===== config.mk =====
export PLATFORM = sky130hd
export DESIGN_NAME = gem_result_queue
export DESIGN_NICKNAME = d
export VERILOG_FILES = /design/src/rtl/gem_pkg.sv /design/src/rtl/gem_result_queue.sv
export SDC_FILE = /design/constraint.sdc
export NUM_CORES = 1
export LEC_CHECK = 0
export BUFFER_PORTS_ARGS = -buffer_cell sky130_fd_sc_hd__buf_2
export CAP_MARGIN = 20
export CORE_AREA = 10 10 184 186
export DETAILED_ROUTE_END_ITERATION = 10
export DIE_AREA = 0 0 194 196
export HOLD_SLACK_MARGIN = 0.15
export PLACE_DENSITY = 0.43
export SLEW_MARGIN = 20
export SYNTH_ARGS = -nofsm -noshare
export SYNTH_HDL_FRONTEND = slang
export SYNTH_SLANG_ARGS = --single-unit

===== constraint.sdc =====
create_clock -name clk -period 4.25 [get_ports clk]
set_input_delay 0.425 -clock clk [delete_from_list [all_inputs] [get_ports clk]]
set_output_delay 0.425 -clock clk [all_outputs]
set_load 0.1 [all_outputs]

===== src/rtl/gem_pkg.sv =====
`timescale 1ns / 1ps

package gem_pkg;

	// Default line store depth, handed to the top level parameter.
	localparam int MAX_WIDTH_DEF = 1024;

	// Register reset values.
	localparam int WIDTH_RESET  = 1024;
	localparam int HEIGHT_RESET = 768;

	// Fixed field widths.
	localparam int PIX_W      = 8;
	localparam int ROW_W      = 16;
	localparam int OUT_COL_W  = 10;
	localparam int IMG_W_W    = 11;
	localparam int CFG_IDX_W  = 2;
	localparam int CFG_DATA_W = 16;

	// Result queue depth, in items (power of two).
	localparam int QUEUE_DEPTH = 4;

	typedef enum logic [CFG_IDX_W-1:0] {
		REG_IMAGE_WIDTH  = 2'd0,
		REG_IMAGE_HEIGHT = 2'd1
	} cfg_reg_t;

	// Result kinds, in emission order; also bit positions in item_t.mask.
	typedef enum logic [1:0] {
		RES_UP   = 2'd0,
		RES_LEFT = 2'd1,
		RES_OWN  = 2'd2
	} res_kind_t;

	// All results caused by one pixel.
	typedef struct packed {
		logic [2:0]       mask;
		logic [PIX_W-1:0] e_up;
		logic [PIX_W-1:0] e_left;
		logic [PIX_W-1:0] e_own;
		logic [ROW_W-1:0] row;
	} item_t;

	function automatic logic [PIX_W-1:0] half_diff(input logic [PIX_W-1:0] a,
			input logic [PIX_W-1:0] b);
		logic [PIX_W-1:0] d;
		d = (a > b) ? (a - b) : (b - a);
		return {1'b0, d[PIX_W-1:1]};
	endfunction

endpackage


===== src/rtl/gem_result_queue.sv =====
`timescale 1ns / 1ps

// Item queue; head item is unrolled into one result per output transfer.
module gem_result_queue #(
	parameter int COL_W = 10
) (
	input  logic                             clk,
	input  logic                             arst_n,
	input  logic                             push,
	input  gem_pkg::item_t                   item,
	input  logic [COL_W-1:0]                 item_col,
	output logic                             full,
	output logic                             out_valid,
	input  logic                             out_stall,
	output logic [gem_pkg::PIX_W-1:0]        energy,
	output logic [gem_pkg::ROW_W-1:0]        out_row,
	output logic [gem_pkg::OUT_COL_W-1:0]    out_col,
	output logic                             last
);

	localparam int DEPTH = gem_pkg::QUEUE_DEPTH;
	localparam int PW    = $clog2(DEPTH);

	gem_pkg::item_t      item_q [DEPTH];
	logic [COL_W-1:0]    col_q  [DEPTH];
	logic [PW-1:0]       wr_ptr_q, rd_ptr_q;
	logic [PW:0]         count_q;
	logic [2:0]          done_q;

	gem_pkg::item_t      head;
	logic [COL_W-1:0]    head_col, col_sel;
	logic [2:0]          rem;
	gem_pkg::res_kind_t  kind;
	logic                is_last, pop_res, pop_item;
	logic [31:0]         col_wide;

	assign head      = item_q[rd_ptr_q];
	assign head_col  = col_q[rd_ptr_q];
	assign rem       = head.mask & ~done_q;
	assign is_last   = ((rem & (rem - 3'd1)) == 3'd0);
	assign out_valid = (count_q != '0);
	assign full      = (count_q == (PW+1)'(DEPTH));
	assign pop_res   = out_valid && !out_stall;
	assign pop_item  = pop_res && is_last;

	always_comb begin
		if (rem[gem_pkg::RES_UP]) begin
			kind = gem_pkg::RES_UP;
		end else if (rem[gem_pkg::RES_LEFT]) begin
			kind = gem_pkg::RES_LEFT;
		end else begin
			kind = gem_pkg::RES_OWN;
		end
	end

	always_comb begin
		case (kind)
			gem_pkg::RES_UP: begin
				energy  = head.e_up;
				out_row = head.row - 16'd1;
				col_sel = head_col;
			end
			gem_pkg::RES_LEFT: begin
				energy  = head.e_left;
				out_row = head.row;
				col_sel = head_col - COL_W'(1);
			end
			default: begin
				energy  = head.e_own;
				out_row = head.row;
				col_sel = head_col;
			end
		endcase
		col_wide = 32'(col_sel);
	end

	assign out_col = col_wide[gem_pkg::OUT_COL_W-1:0];
	assign last    = is_last;

	always_ff @(posedge clk) begin
		if (push) begin
			item_q[wr_ptr_q] <= item;
			col_q[wr_ptr_q]  <= item_col;
		end
	end

	always_ff @(posedge clk or negedge arst_n) begin
		if (!arst_n) begin
			wr_ptr_q <= '0;
			rd_ptr_q <= '0;
			count_q  <= '0;
			done_q   <= '0;
		end else begin
			if (push) begin
				wr_ptr_q <= wr_ptr_q + PW'(1);
			end
			if (pop_item) begin
				rd_ptr_q <= rd_ptr_q + PW'(1);
			end
			count_q <= count_q + (PW+1)'(push) - (PW+1)'(pop_item);
			if (pop_res) begin
				done_q <= is_last ? 3'b000 : (done_q | (3'b001 << kind));
			end
		end
	end

endmodule


[Word level (Yosys, flattened, before mapping)]
Memory sizes are Yosys's and may differ from the RTL's.
Index checks and enable logic that the tools add are counted.
Word-level totals
  input port bits: 57
  output and inout port bits: 37
  memories: 2
  RAM bits: 212
  register bits after elaboration: 10
Cells by class
  shifts and indexed selects: 1
  $add $sub $neg: 7
  reduce and logical (&&, ||, !) cells: 6
  mux-type cells: 8
  bitwise logic cells: 4
  equality and inequality tests: 2
Memories
  item_q: depth 4, bits a word 43, read ports 1, clocked after Yosys merged registers in 0, write ports 1, RTL line gem_result_queue.sv:24  | gem_pkg::item_t item_q [DEPTH];
  col_q: depth 4, bits a word 10, read ports 1, clocked after Yosys merged registers in 0, write ports 1, RTL line gem_result_queue.sv:25  | logic [COL_W-1:0] col_q [DEPTH];
Operators by type and width (number)
  $mux 16: 1
  $pmux 8 s2: 1
  $sub 16x1->16 const B: 1
  $mux 10: 1
  $sub 10x1->10 const B: 1
  $and 3x3->3: 2
  $add 2x1->2 const B: 2
  $mux 2: 2
  $add 3x1->3: 1
  $eq 3x3->1 const B: 1
  $logic_not 3->1: 1
  $mux 3: 1
  $not 3->3: 1
  $or 3x3->3: 1
  $reduce_bool 3->1: 1
  $shl 1x2->3 const A: 1
  $sub 3x1->3: 1
  $sub 3x1->3 const B: 1
  $eq 2x1->1 const B: 1
  $logic_and 1x1->1: 2
  $logic_not 2->1: 1
  $mux 1: 2
  $logic_not 1->1: 1

[Longest topological paths before layout]
Gate-level depths: netlist of run 1.
  word-level depth: 7
  depth in mapped cells: 11
  mapped depth without buffers: 9

[Worst setup path before layout of run 1]
Ideal clock, no wire load.
  path type: register to output
  start point: reg rd_ptr_q[1]
  end point: out energy[4] (netlist name)
  path slack: -0.009 ns
  required time: 3.825 ns
  arrival: 3.834 ns
  cell stages (with the launch flop): 9
  path through: dfrtp_1 -> buf_2 -> buf_2 -> buf_2 -> buf_2 -> buf_2 -> mux4_2 -> mux2i_1 -> o21ai_0
On the way
  longest elaborated chain between the ends: 6
  elaborated cells between the ends (all ways): 7
  classes of those cells: eq/ne: 1; mux: 3; bitwise: 1; reduce/logical: 1; memory: 1
RTL lines
  start: declaration: RTL line gem_result_queue.sv:26  | logic [PW-1:0] wr_ptr_q, rd_ptr_q;
  start signal: assignment: RTL line gem_result_queue.sv:98  | rd_ptr_q <= rd_ptr_q + PW'(1);
  $mem_v2 4x43 *
  $and 3x3->3: RTL line gem_result_queue.sv:39  | assign rem = head.mask & ~done_q;
  $mux 2: RTL line gem_result_queue.sv:49  | end else if (rem[gem_pkg::RES_LEFT]) begin
  $mux 2: RTL line gem_result_queue.sv:47  | if (rem[gem_pkg::RES_UP]) begin
  $eq 2x1->1 or $logic_not 2->1 (tied branches): RTL line gem_result_queue.sv:57  | case (kind)
  $pmux 8 s2 *: RTL line gem_result_queue.sv:57
  end: declaration: RTL line gem_result_queue.sv:15  | output logic [gem_pkg::PIX_W-1:0] energy,
Every way passes the cells marked *; elsewhere a longest branch is shown, timed or not.

[Worst setup path after layout of run 1]
  start point: reg rd_ptr_q[1]
  end point: out out_col[3] (netlist name)
On the way
  longest elaborated chain between the ends: 6
  elaborated cells between the ends (all ways): 8
  classes of those cells: add/sub: 1; eq/ne: 1; mux: 3; bitwise: 1; memory: 2
RTL lines
  branches (longest 5 deep; another with $mem_v2 4x10)
  $mux 10 *: RTL line gem_result_queue.sv:57
  end: declaration: RTL line gem_result_queue.sv:17  | output logic [gem_pkg::OUT_COL_W-1:0] out_col,
Mark *: on every way between the ends.

==> summary.txt, run 1 <==
Timing
  • Final number of hold-violating endpoints: 0
  • RSZ-0062 raised after global routing: no
  • Max Transition Viols Final: 0
  • Worst Skew: 0.01055 ns
  • Slew margin rel.: a little under two fifths
  • TNS Setup: 0 ns
  • Fmax: between 200 and 300 MHz
  • Crit share post-route: between 90 and 100%
  • Minimum clock period: slightly below 4 ns
  • Final setup vio count: 0
  • Worst slew pin tran: between 0.9 and 1 ns

Route
  • Drt pass-1 iters: 4
  • Via density: between 4 and 5
  • Wire per inst: between 15 and 20 µm
  • # DRC: 0
  • Initial drt markers: between 200 and 250
  • Via count: 4595
  • WL final: slightly above 20000 µm
  • Final ANT Viol Nets: 0

GRT
  • First-pass GRT wire length: 31260 µm
  • Largest net degree at the start of global routing: 37
  • Initial antenna violation count: 3
  • Total Routing Usage GR: roughly a tenth
  • Grt ovf: 0
  • Vias in the first global route: ~5200

Finish
  • Register area: approximately 6600 µm²
  • Filler cells: ~2800
  • Post-Layout Cell Count: slightly above 1000
  • Area of the multi-input gates: ~2200 µm²
  • Area Growth Syn to Fin: 26.41%
  • Share of cells above drive strength 1: between 30 and 40%
  • Layout net count: 674

Setup path
  • Crit path DAT: 3.54 ns
  • CP startpoint: rd_ptr_q[1]$_DFFE_PN0P_
  • CP Launch Type: flop
  • CP Capture Type: output pin
  • Critical Path RT: roughly 3.8 ns
  • Origin of the critical flop-to-flop path: rd_ptr_q[1]$_DFFE_PN0P_
  • Critical path class: flop to output pin
  • Crit path max fanout: 14

Clocking
  • Worst-Skew Late Latency: just over 0.5 ns
  • Num CTS Buffers: 25
  • CTS H-Tree Depth: 1
  • Clock Path Buffers: 3
  • CTS Root Cell: clkbuf_16
  • Reg clk slew, reported paths: around 0.060 ns
  • CTS tree: yes
  • Sink Count: 222

Placed design
  • Final HPWL DP: around 13000 µm
  • Buffers on Ports: 93
  • Placed cell count: ~900
  • Final GP Congestion: between 0.7 and 0.8

Die
  • Die Span Y: a little under 200 µm
  • Core area: 30270 µm²
  • Die Area: roughly 38000 µm²
  • IO Pins: 94
  • Initial Utilization: between 20% and 30%
  • Die W: between 150 and 200 µm
  • Row cnt: 64

Logic synthesis
  • Top cells by count, synth: edfxtp_1 (212), mux4_2 (48), xnor2_1 (19)
  • Dominant synthesized flop cell: edfxtp_1
  • Distinct cells, synth: 45
  • Synthesized flop and latch total: ~220
  • Post-synth EDFFs: 212
  • Yosys warns: 0
  • Synthesized area per cell: approximately 21 µm²
  • Share of the synthesized area in the top cell type: a little under three quarters
  • Synth Instances: roughly 440
  • Post-synth top area cell: edfxtp_1
  • Most common cell in the netlist: edfxtp_1
  • Syn Nets: ~500
  • Mapped Area: ~9000 µm²
  • Fraction of the yosys area taken by sequential cells: 74.00%
  • Synth area leaders: edfxtp_1 (71%), mux4_2 (12%), dfrtp_1 (2.8%)
  • Async set-reset flop share out of synthesis: approximately 4.5%

Min path
  • Min-Delay Path Class: input port to flop
  • Hold path start: item[16]

Job
  • Max-cap violations: 0

Outcome
  • Outcome: finished, final reports clean
==> state kept, by name, indices dropped and copies added, names as in the netlist <==
name and cells:
done_q 3, item_q 172, wr_ptr_q 2, rd_ptr_q 2
count_q 3, col_q 40
==> cells by family (layout without fill, tap and decap cells) <==
group | after synthesis | count (layout) | synth area share [%]
muxes | 64 | 64 | 14.64
xor gates and xnor gates | 28 | 28 | 2.743
DFF | 222 | 222 | 74.00
AOI/OAI and AO/OA | 21 | 21 | 1.372
adders and majority gates | 10 | 10 | 1.455
buffers and inverters | 26 | 216 | 1.455
other | 0 | 2 | 0
and+or+nand+nor | 65 | 65 | 4.338
==> cell type report <==
| type | count | share of cell area, % |
|---|---|---|
| Timing Repair Buffer | 161 | 10.43 |
| Sequential cell | 222 | 58.59 |
| Clock inverter | 13 | 0.8192 |
| Inverter | 10 | 0.3321 |
| Tap cell | 396 | 4.384 |
| Clock buffer | 32 | 5.856 |
| Antenna cell | 2 | 0.04428 |
| Multi-Input combinational cell | 188 | 19.55 |
==> per-layer routing <==
metal / GRT usage [%] / vias to the layer above / part of all wire, %
li1: - / 2125 / -
met1: 12.69 / 2347 / 44
met2: 18.75 / 92 / 51
met3: 2.285 / 29 / 3.8
met4: 2.194 / 2 / 1.7
met5: 0 / - / 0.064
==> through the flow <==
step	worst slack, ns	hold WS [ns]	util, %	cell area (µm²)
after global routing	0.04124	0.1581	37.33	11300
after global placement	0.4887	0.3008	33.03	9998
after floorplan	0.1376	0.1294	-	8941
after detailed placement	0.4878	0.3054	33.04	10000
after CTS	0.1499	0.1501	37.32	11300
final	0.2820	0.1796	37.34	11300
==> worst max-delay path, cell delays in order (launching register included) <==
cell and delay, ns:
dfrtp_2 0.61, mux2_2 0.40, a22oi_1 0.74, nand2_1 0.25, or4_1 0.54, xnor2_1 0.26, buf_12 0.21
==> layout by cell type (no fill, tap or decap), drive strengths merged, types with 2 or more instances in the layout <==
cell type	instances
ha	8
a22o	2
nor2b	2
a21oi	2
nand4b	2
nor3	3
mux2	2
diode	2
xor2	9
nand2b	2
xnor2	19
mux4	52
dlygate4sd3	52
clkbuf	32
nand3b	3
nor4	3
buf	109
edfxtp	212
inv	11
nand4	2
nand3	5
clkinv	10
and2	6
dfrtp	10
or2	2
nor2	11
nand2	17
o21ai	13
or4	4
mux2i	10
==> what timing repair did <==
| item | in CTS | in global routing |
|---|---|---|
| hold endpoints to repair | 214 | 0 |
| hold buffers | 52 | 0 |
| setup endpoints to repair | 4 | 0 |
| gates resized for setup | 0 | 0 |
| buffers inserted | 1 | 0 |
==> path summary, 6_finish.rpt <==
check                           slack (ns)                 endpoint  cells past startpoint
worst min-delay path                  0.18  item_q[2][16]$_DFFE_PP_                      1
worst min register to register        0.48    done_q[2]$_DFFE_PN0P_                      1
min in group asynchronous             0.30     count_q[2]$_DFF_PN0_                      2
worst max register to register        0.84     count_q[1]$_DFF_PN0_                      8
max in group asynchronous             3.72  rd_ptr_q[0]$_DFFE_PN0P_                      2
worst max-delay path                  0.28               out_col[3]                      6
Power of run 1 is left out: the tool's default activity adds up to more than one toggle a clock period on the data nets, which glitch-free logic cannot reach.
==> inputs of run 2 (changes only) <==
--- a/config.mk
+++ b/config.mk
@@ -7,9 +7,9 @@
 export LEC_CHECK = 0
 export BUFFER_PORTS_ARGS = -buffer_cell sky130_fd_sc_hd__buf_2
 export CAP_MARGIN = 20
-export CORE_AREA = 10 10 184 186
+export CORE_AREA = 10 10 193 177
 export DETAILED_ROUTE_END_ITERATION = 10
-export DIE_AREA = 0 0 194 196
+export DIE_AREA = 0 0 203 187
 export HOLD_SLACK_MARGIN = 0.15
 export PLACE_DENSITY = 0.43
 export SLEW_MARGIN = 20
==> summary.txt, run 2 (same netlist as run 1, synthesis figures left out) <==
Route
  • Via count: 4602 (+0.15%)
  • Initial drt markers: 166 (-29%)
  • Via density: 4.464 (-0.53%)
  • WL final: 20140 µm (-0.82%)
  • Drt pass-1 iters: 4 (unchanged)
  • Final ANT Viol Nets: 0 (unchanged)
  • Wire per inst: 19.53 µm (-1.5%)
  • # DRC: 0 (unchanged)

Finish
  • Post-Layout Cell Count: 1031 (+0.68%)
  • Share of cells above drive strength 1: 33.23% (-0.32 points)
  • Number of flip-flops in the largest register: 172 (unchanged)
  • Layout net count: 669 (-0.74%)
  • Finished Cell Area: 11220 µm² (-0.74%)
  • Most frequent cells in the layout: edfxtp_1 (212), buf_2 (92), dlygate4sd3_1 (50)
  • Biggest register: item_q
  • Area Growth Syn to Fin: 25.47%
  • Top flop regs: item_q: 172 flops, col_q: 40 flops
  • Commonest non-fill, non-tap cell in the layout: edfxtp_1

Setup path
  • CP Capture Type: output pin
  • CP Launch Type: flop
  • CP Cell Sequence: mux4_1 -> or4_4 -> nor2_4 -> nand4b_1 -> xnor2_1 -> clkbuf_4
  • Max incr delay on CP: 0.69 ns (-0.05 ns)
  • Critical Path RT: 3.83 ns (about the same)
  • Critical path's slowest cell: mux4_1
  • Crit path DAT: 3.58 ns (+0.04 ns)
  • Crit path max fanout: 18 (+4)
  • Critical path class: flop to output pin

GRT
  • Vias in the first global route: 5193 (-0.29%)
  • Grt peak-use layer: met2
  • Largest net degree at the start of global routing: 31 (-16%)
  • GR Util met3: 2.511% (+0.23 points)
  • Grt ovf: 0 (unchanged)
  • Total Routing Usage GR: 10.41% (-0.076 points)
  • Met1 usage: 13.02% (+0.32 points)
  • GR Layer Usage met2: 17.97% (-0.78 points)
  • Initial antenna violation count: 2 (-1)
  • First-pass GRT wire length: 30450 µm (-2.6%)

Die
  • Die Area: 37960 µm² (-0.17%)
  • IO Pins: 94 (unchanged)
  • Row cnt: 61 (-4.7%)
  • Initial Utilization: 29.51% (-0.030 points)
  • Die Span Y: 187 µm (-4.6%)
  • Die W: 203 µm (+4.6%)
  • Core area: 30300 µm² (+0.10%)

Timing
  • Worst slew pin tran: 0.9007 ns (-0.04309 ns)
  • Crit share post-route: 94.34% (+0.97 points)
  • Final setup vio count: 0 (unchanged)
  • Minimum clock period: 4.009 ns (+0.04127 ns)
  • Worst Skew: 0.008361 ns (-0.002188 ns)
  • Fmax: 249.4 MHz (-1.0%)
  • Hold slack final: 0.1655 ns (-0.01405 ns)
  • Final number of hold-violating endpoints: 0 (unchanged)
  • RSZ-0062 raised after global routing: no
  • Slew margin rel.: 39.96% (+2.9 points)
  • Max Transition Viols Final: 0 (unchanged)
  • TNS Setup: 0 ns (unchanged)

Clocking
  • Clock Path Buffers: 3 (unchanged)
  • Post-CTS setup buffer count: 0 (-1)
  • CTS Root Cell: clkbuf_16
  • Worst-Skew Late Latency: 0.50 ns (about the same)
  • Sink Count: 222 (unchanged)
  • CTS H-Tree Depth: 1 (unchanged)
  • Reg clk slew, reported paths: 0.06 ns (about the same)
  • Num CTS Buffers: 24 (-4.0%)
  • CTS tree: yes

Placed design
  • Final GP Congestion: 0.7240 (+1.2%)
  • Buffers on Ports: 93 (unchanged)
  • Area of placed instances: 9947 µm² (-0.55%)
  • Placed cell count: 936 (+1.3%)
  • Final HPWL DP: 13110 µm (-1.9%)

Outcome
  • Outcome: finished, final reports clean

Job
  • Max-cap violations: 0 (unchanged)

Min path
  • Min-Delay Path Class: input port to flop
run 2: cell count changes in the layout (fill, tap and decap cells not counted), sizes merged:
| cell | previous run | this run |
|---|---|---|
| dlygate4sd3 | 52 | 50 |
| bufinv | 1 | 2 |
| clkinvlp | 1 | 0 |
| buf | 109 | 106 |
| inv | 11 | 10 |
run 2: final timing paths:
kind                                         start                       to  slack [ns]  depth (start not counted)
max                        rd_ptr_q[0]$_DFFE_PN0P_              out_row[15]        0.24                          6
min                                       item[10]  item_q[0][10]$_DFFE_PP_        0.17                          1
max reg2reg                rd_ptr_q[1]$_DFFE_PN0P_     count_q[1]$_DFF_PN0_        1.00                          9
min reg2reg                  done_q[2]$_DFFE_PN0P_    done_q[2]$_DFFE_PN0P_        0.47                          1
max in group asynchronous                   arst_n  rd_ptr_q[0]$_DFFE_PN0P_        3.67                          2
min in group asynchronous                   arst_n     count_q[1]$_DFF_PN0_        0.34                          2
run 2: through the flow:
stage               setup WS (ns)  util (%)
floorplan                  0.1376         -
global placement           0.6256     32.83
detailed placement         0.5933     32.83
CTS                       0.04918     37.00
global route              0.03436     37.02
finish                     0.2407     37.02
run 2: cell type report:
type / instances / area [µm²]
Antenna cell: 2 / 5.005
Clock buffer: 31 / 658.1
Clock inverter: 12 / 105.1
Fill cell: 2869 / 19080
Inverter: 10 / 37.54
Multi-Input combinational cell: 188 / 2206
Sequential cell: 222 / 6621
Tap cell: 409 / 511.7
Timing Repair Buffer: 157 / 1074
run 2: worst max-delay path, delay by kind of cell (launching register included):
kind / cells / cell delay, ns
multiplexers: 1 / 0.69
XOR/XNOR: 1 / 0.30
flip-flops: 1 / 0.64
buffers and inverters: 1 / 0.39
AND/OR/NAND/NOR: 3 / 1.05
run 2: what timing repair did:
item | in CTS | in global routing
gates resized for setup | 0 | 1
endpoints found under the setup margin | 0 | 1
endpoints found under the hold margin | 204 | 0
hold buffers | 50 | 0
run 2: metal layers:
metal,up-vias,wire length (µm)
met2,104,9974
li1,2104,-
met3,26,1006
met5,-,0
met1,2368,8861
met4,0,297
Power of run 2 is left out for the same reason.
==> inputs of run 3 (changes only) <==
--- a/config.mk
+++ b/config.mk
@@ -5,11 +5,12 @@
 export SDC_FILE = /design/constraint.sdc
 export NUM_CORES = 1
 export LEC_CHECK = 0
+export ABC_AREA = 1
 export BUFFER_PORTS_ARGS = -buffer_cell sky130_fd_sc_hd__buf_2
 export CAP_MARGIN = 20
-export CORE_AREA = 10 10 193 177
+export CORE_AREA = 10 10 198 182
 export DETAILED_ROUTE_END_ITERATION = 10
-export DIE_AREA = 0 0 203 187
+export DIE_AREA = 0 0 208 192
 export HOLD_SLACK_MARGIN = 0.15
 export PLACE_DENSITY = 0.43
 export SLEW_MARGIN = 20
==> summary.txt, run 3 <==
Outcome
  • Outcome: finished, final reports clean

Timing
  • Minimum clock period: 3.713 ns (-0.2966 ns)
  • TNS Setup: 0 ns (unchanged)
  • Worst slew pin tran: 0.8582 ns (-0.04247 ns)
  • Slew margin rel.: 42.70% (+2.7 points)
  • Worst Skew: 0.007926 ns (-0.0004348 ns)
  • Final number of hold-violating endpoints: 0 (unchanged)
  • RSZ-0062 raised after global routing: no
  • Crit share post-route: 87.36% (-7.0 points)
  • Fmax: 269.3 MHz (+8.0%)
  • Final setup vio count: 0 (unchanged)
  • Max Transition Viols Final: 0 (unchanged)

Setup path
  • Critical path class: flop to output pin
  • Critical path's slowest cell: dfrtp_4
  • Crit path DAT: 3.29 ns (-0.29 ns)
  • CP Launch Type: flop
  • CP Cell Sequence: buf_4 -> nand2_1 -> nand2_1 -> nand2_1 -> nand2_1 -> nand2_4 -> nor2_4 -> nand2_2 -> nor2_2 -> nand2_1 -> nand2_1 -> buf_2
  • Crit path max fanout: 55 (+37)
  • CP Capture Type: output pin
  • Critical Path RT: 3.83 ns (about the same)
  • Max incr delay on CP: 0.61 ns (-0.08 ns)
  • Most common cell on crit path: nand2_1

GRT
  • First-pass GRT wire length: 37960 µm (+25%)
  • Vias in the first global route: 6371 (+23%)
  • Grt ovf: 0 (unchanged)
  • Initial antenna violation count: 1 (-1)
  • Total Routing Usage GR: 11.99% (+1.6 points)
  • Largest net degree at the start of global routing: 60 (+94%)

Placed design
  • Buffers on Ports: 93 (unchanged)
  • Final HPWL DP: 15280 µm (+17%)
  • Final GP Congestion: 0.7674 (+6.0%)

Route
  • Drt pass-1 iters: 4 (unchanged)
  • WL final: 24440 µm (+21%)
  • Final ANT Viol Nets: 0 (unchanged)
  • Via density: 4.517 (+1.2%)
  • Initial drt markers: 360 (+120%)
  • Wire per inst: 17.41 µm (-11%)
  • # DRC: 0 (unchanged)
  • Via count: 6342 (+38%)

Logic synthesis
  • Syn Nets: 893 (+78%)
  • Synthesized flop and latch total: 222 (unchanged)
  • Share of the synthesized area in the top cell type: 67.46% (-3.7 points)
  • Dominant synthesized flop cell: edfxtp_1
  • Most common cell in the netlist: nand2_1
  • Post-synth top area cell: edfxtp_1
  • Mapped Area: 9437 µm² (+5.5%)
  • Synth Instances: 827 (+90%)
  • Synthesized area per cell: 11.41 µm² (-44%)
  • Fraction of the yosys area taken by sequential cells: 70.11% (-3.9 points)
  • Distinct cells, synth: 28 (-38%)
  • Synth area leaders: edfxtp_1 (67%), nand2_1 (9.2%), nand3_1 (4.2%)
  • Post-synth EDFFs: 212 (unchanged)
  • Async set-reset flop share out of synthesis: 4.505% (unchanged)
  • Top cells by count, synth: nand2_1 (232), edfxtp_1 (212), nand3_1 (80)
  • Yosys warns: 0 (unchanged)

Die
  • Die Area: 39940 µm² (+5.2%)
  • IO Pins: 94 (unchanged)
  • Row cnt: 62 (+1.6%)
  • Initial Utilization: 29.81% (+0.31 points)
  • Die W: 208 µm (+2.5%)
  • Core area: 31650 µm² (+4.5%)
  • Die Span Y: 192 µm (+2.7%)

Finish
  • Register area: 6621 µm² (unchanged)
  • Commonest non-fill, non-tap cell in the layout: nand2_1
  • Filler cells: 3133 (+9.2%)
  • Top flop regs: item_q: 172 flops, col_q: 40 flops
  • Area Growth Syn to Fin: 23.32%
  • Layout net count: 1038 (+55%)
  • Most frequent cells in the layout: nand2_1 (232), edfxtp_1 (212), buf_2 (87)
  • Area of the multi-input gates: 2435 µm² (+10%)
  • Share of cells above drive strength 1: 16.41% (-17 points)
  • Biggest register: item_q
  • Number of flip-flops in the largest register: 172 (unchanged)

Clocking
  • Sink Count: 222 (unchanged)
  • CTS tree: yes
  • Worst-Skew Late Latency: 0.52 ns (+0.02 ns)
  • Clock Path Buffers: 3 (unchanged)
  • Reg clk slew, reported paths: 0.06 ns (about the same)
  • CTS H-Tree Depth: 1 (unchanged)
  • Post-CTS setup buffer count: 0 (unchanged)
  • Post-CTS resize count: 0 (unchanged)
  • Num CTS Buffers: 24 (unchanged)
  • CTS Root Cell: clkbuf_16

Job
  • Max-cap violations: 0 (unchanged)

Min path
  • Min-Delay Path Class: input port to flop
## run 3: changes by cell type in the layout (fill, tap and decap cells not counted), moves of 10 or more
cell,before,now
inv_1,10,34
inv_2,0,11
mux2i_1,10,0
mux4_2,48,0
nand2_1,17,232
nand3_1,5,80
nor2_1,10,74
o21ai_0,5,57
o22ai_1,0,25
xnor2_1,19,5
## run 3: per-layer routing
metal | up-vias | track usage, % | wire length, µm | part of all wire, %
met5 | - | 0 | 0 | 0
met4 | 0 | 2.478 | 406 | 1.7
met3 | 29 | 2.420 | 1250 | 5.1
met2 | 126 | 19.55 | 11070 | 45
met1 | 3032 | 16.22 | 11710 | 48
li1 | 3155 | - | - | -
## run 3: cell families (layout without fill, tap and decap cells)
family / Yosys count / in the layout / share of synthesized area, %
XOR/XNOR: 10 / 10 / 0.9281
buffers and inverters: 83 / 243 / 4.084
AO/OA/AOI/OAI: 95 / 95 / 5.489
adder cells (fa/ha/maj): 9 / 9 / 1.273
flip-flops: 222 / 222 / 70.11
other: 0 / 1 / 0
AND/OR/NAND/NOR: 408 / 408 / 18.11
## run 3: what timing repair did
action / CTS / global route
setup endpoints to repair: 0 / 0
hold buffers: 52 / 0
endpoints found under the hold margin: 211 / 0
## run 3: per-stage QoR
| step | area [µm²] | cells | hold slack (ns) | utilization (%) | worst slack [ns] |
|---|---|---|---|---|---|
| 2_1_floorplan | 9437 | 827 | 0.1294 | - | 0.4743 |
| 6_report | 11640 | 1404 | 0.1827 | 36.77 | 0.5373 |
| 5_1_grt | 11630 | 1403 | 0.1712 | 36.76 | 0.2357 |
| 4_1_cts | 11630 | 1403 | 0.1542 | 36.76 | 0.4578 |
| 3_3_place_gp | 10390 | 1310 | 0.3157 | 32.82 | 1.015 |
| 3_5_place_dp | 10390 | 1310 | 0.3046 | 32.82 | 0.9503 |
## run 3: path summary, 6_finish.rpt
kind | from | slack, ns | end | cells past startpoint
worst max-delay path | rd_ptr_q[0]$_DFFE_PN0P_ | 0.54 | out_row[13] | 12
worst min-delay path | item_col[1] | 0.18 | col_q[2][1]$_DFFE_PP_ | 1
worst max register to register | rd_ptr_q[0]$_DFFE_PN0P_ | 0.95 | count_q[2]$_DFF_PN0_ | 15
worst min register to register | done_q[2]$_DFFE_PN0P_ | 0.52 | done_q[2]$_DFFE_PN0P_ | 2
max in group asynchronous | arst_n | 3.71 | rd_ptr_q[0]$_DFFE_PN0P_ | 2
min in group asynchronous | arst_n | 0.31 | count_q[0]$_DFF_PN0_ | 2
## run 3: area by class of cell
class	count	area share, %
Inverter	46	1.494
Sequential cell	222	56.90
Multi-Input combinational cell	522	20.92
Clock buffer	29	5.505
Timing Repair Buffer	156	9.956
Tap cell	416	4.473
Antenna cell	1	0.02150
Clock inverter	12	0.7311
## run 3: critical path, delay by kind of cell, from the launching register on
| family | cells | cell delay [ns] |
|---|---|---|
| flops | 1 | 0.61 |
| simple gates | 10 | 1.18 |
| buf+inv | 2 | 0.95 |
Power of run 3 is left out for the same reason.
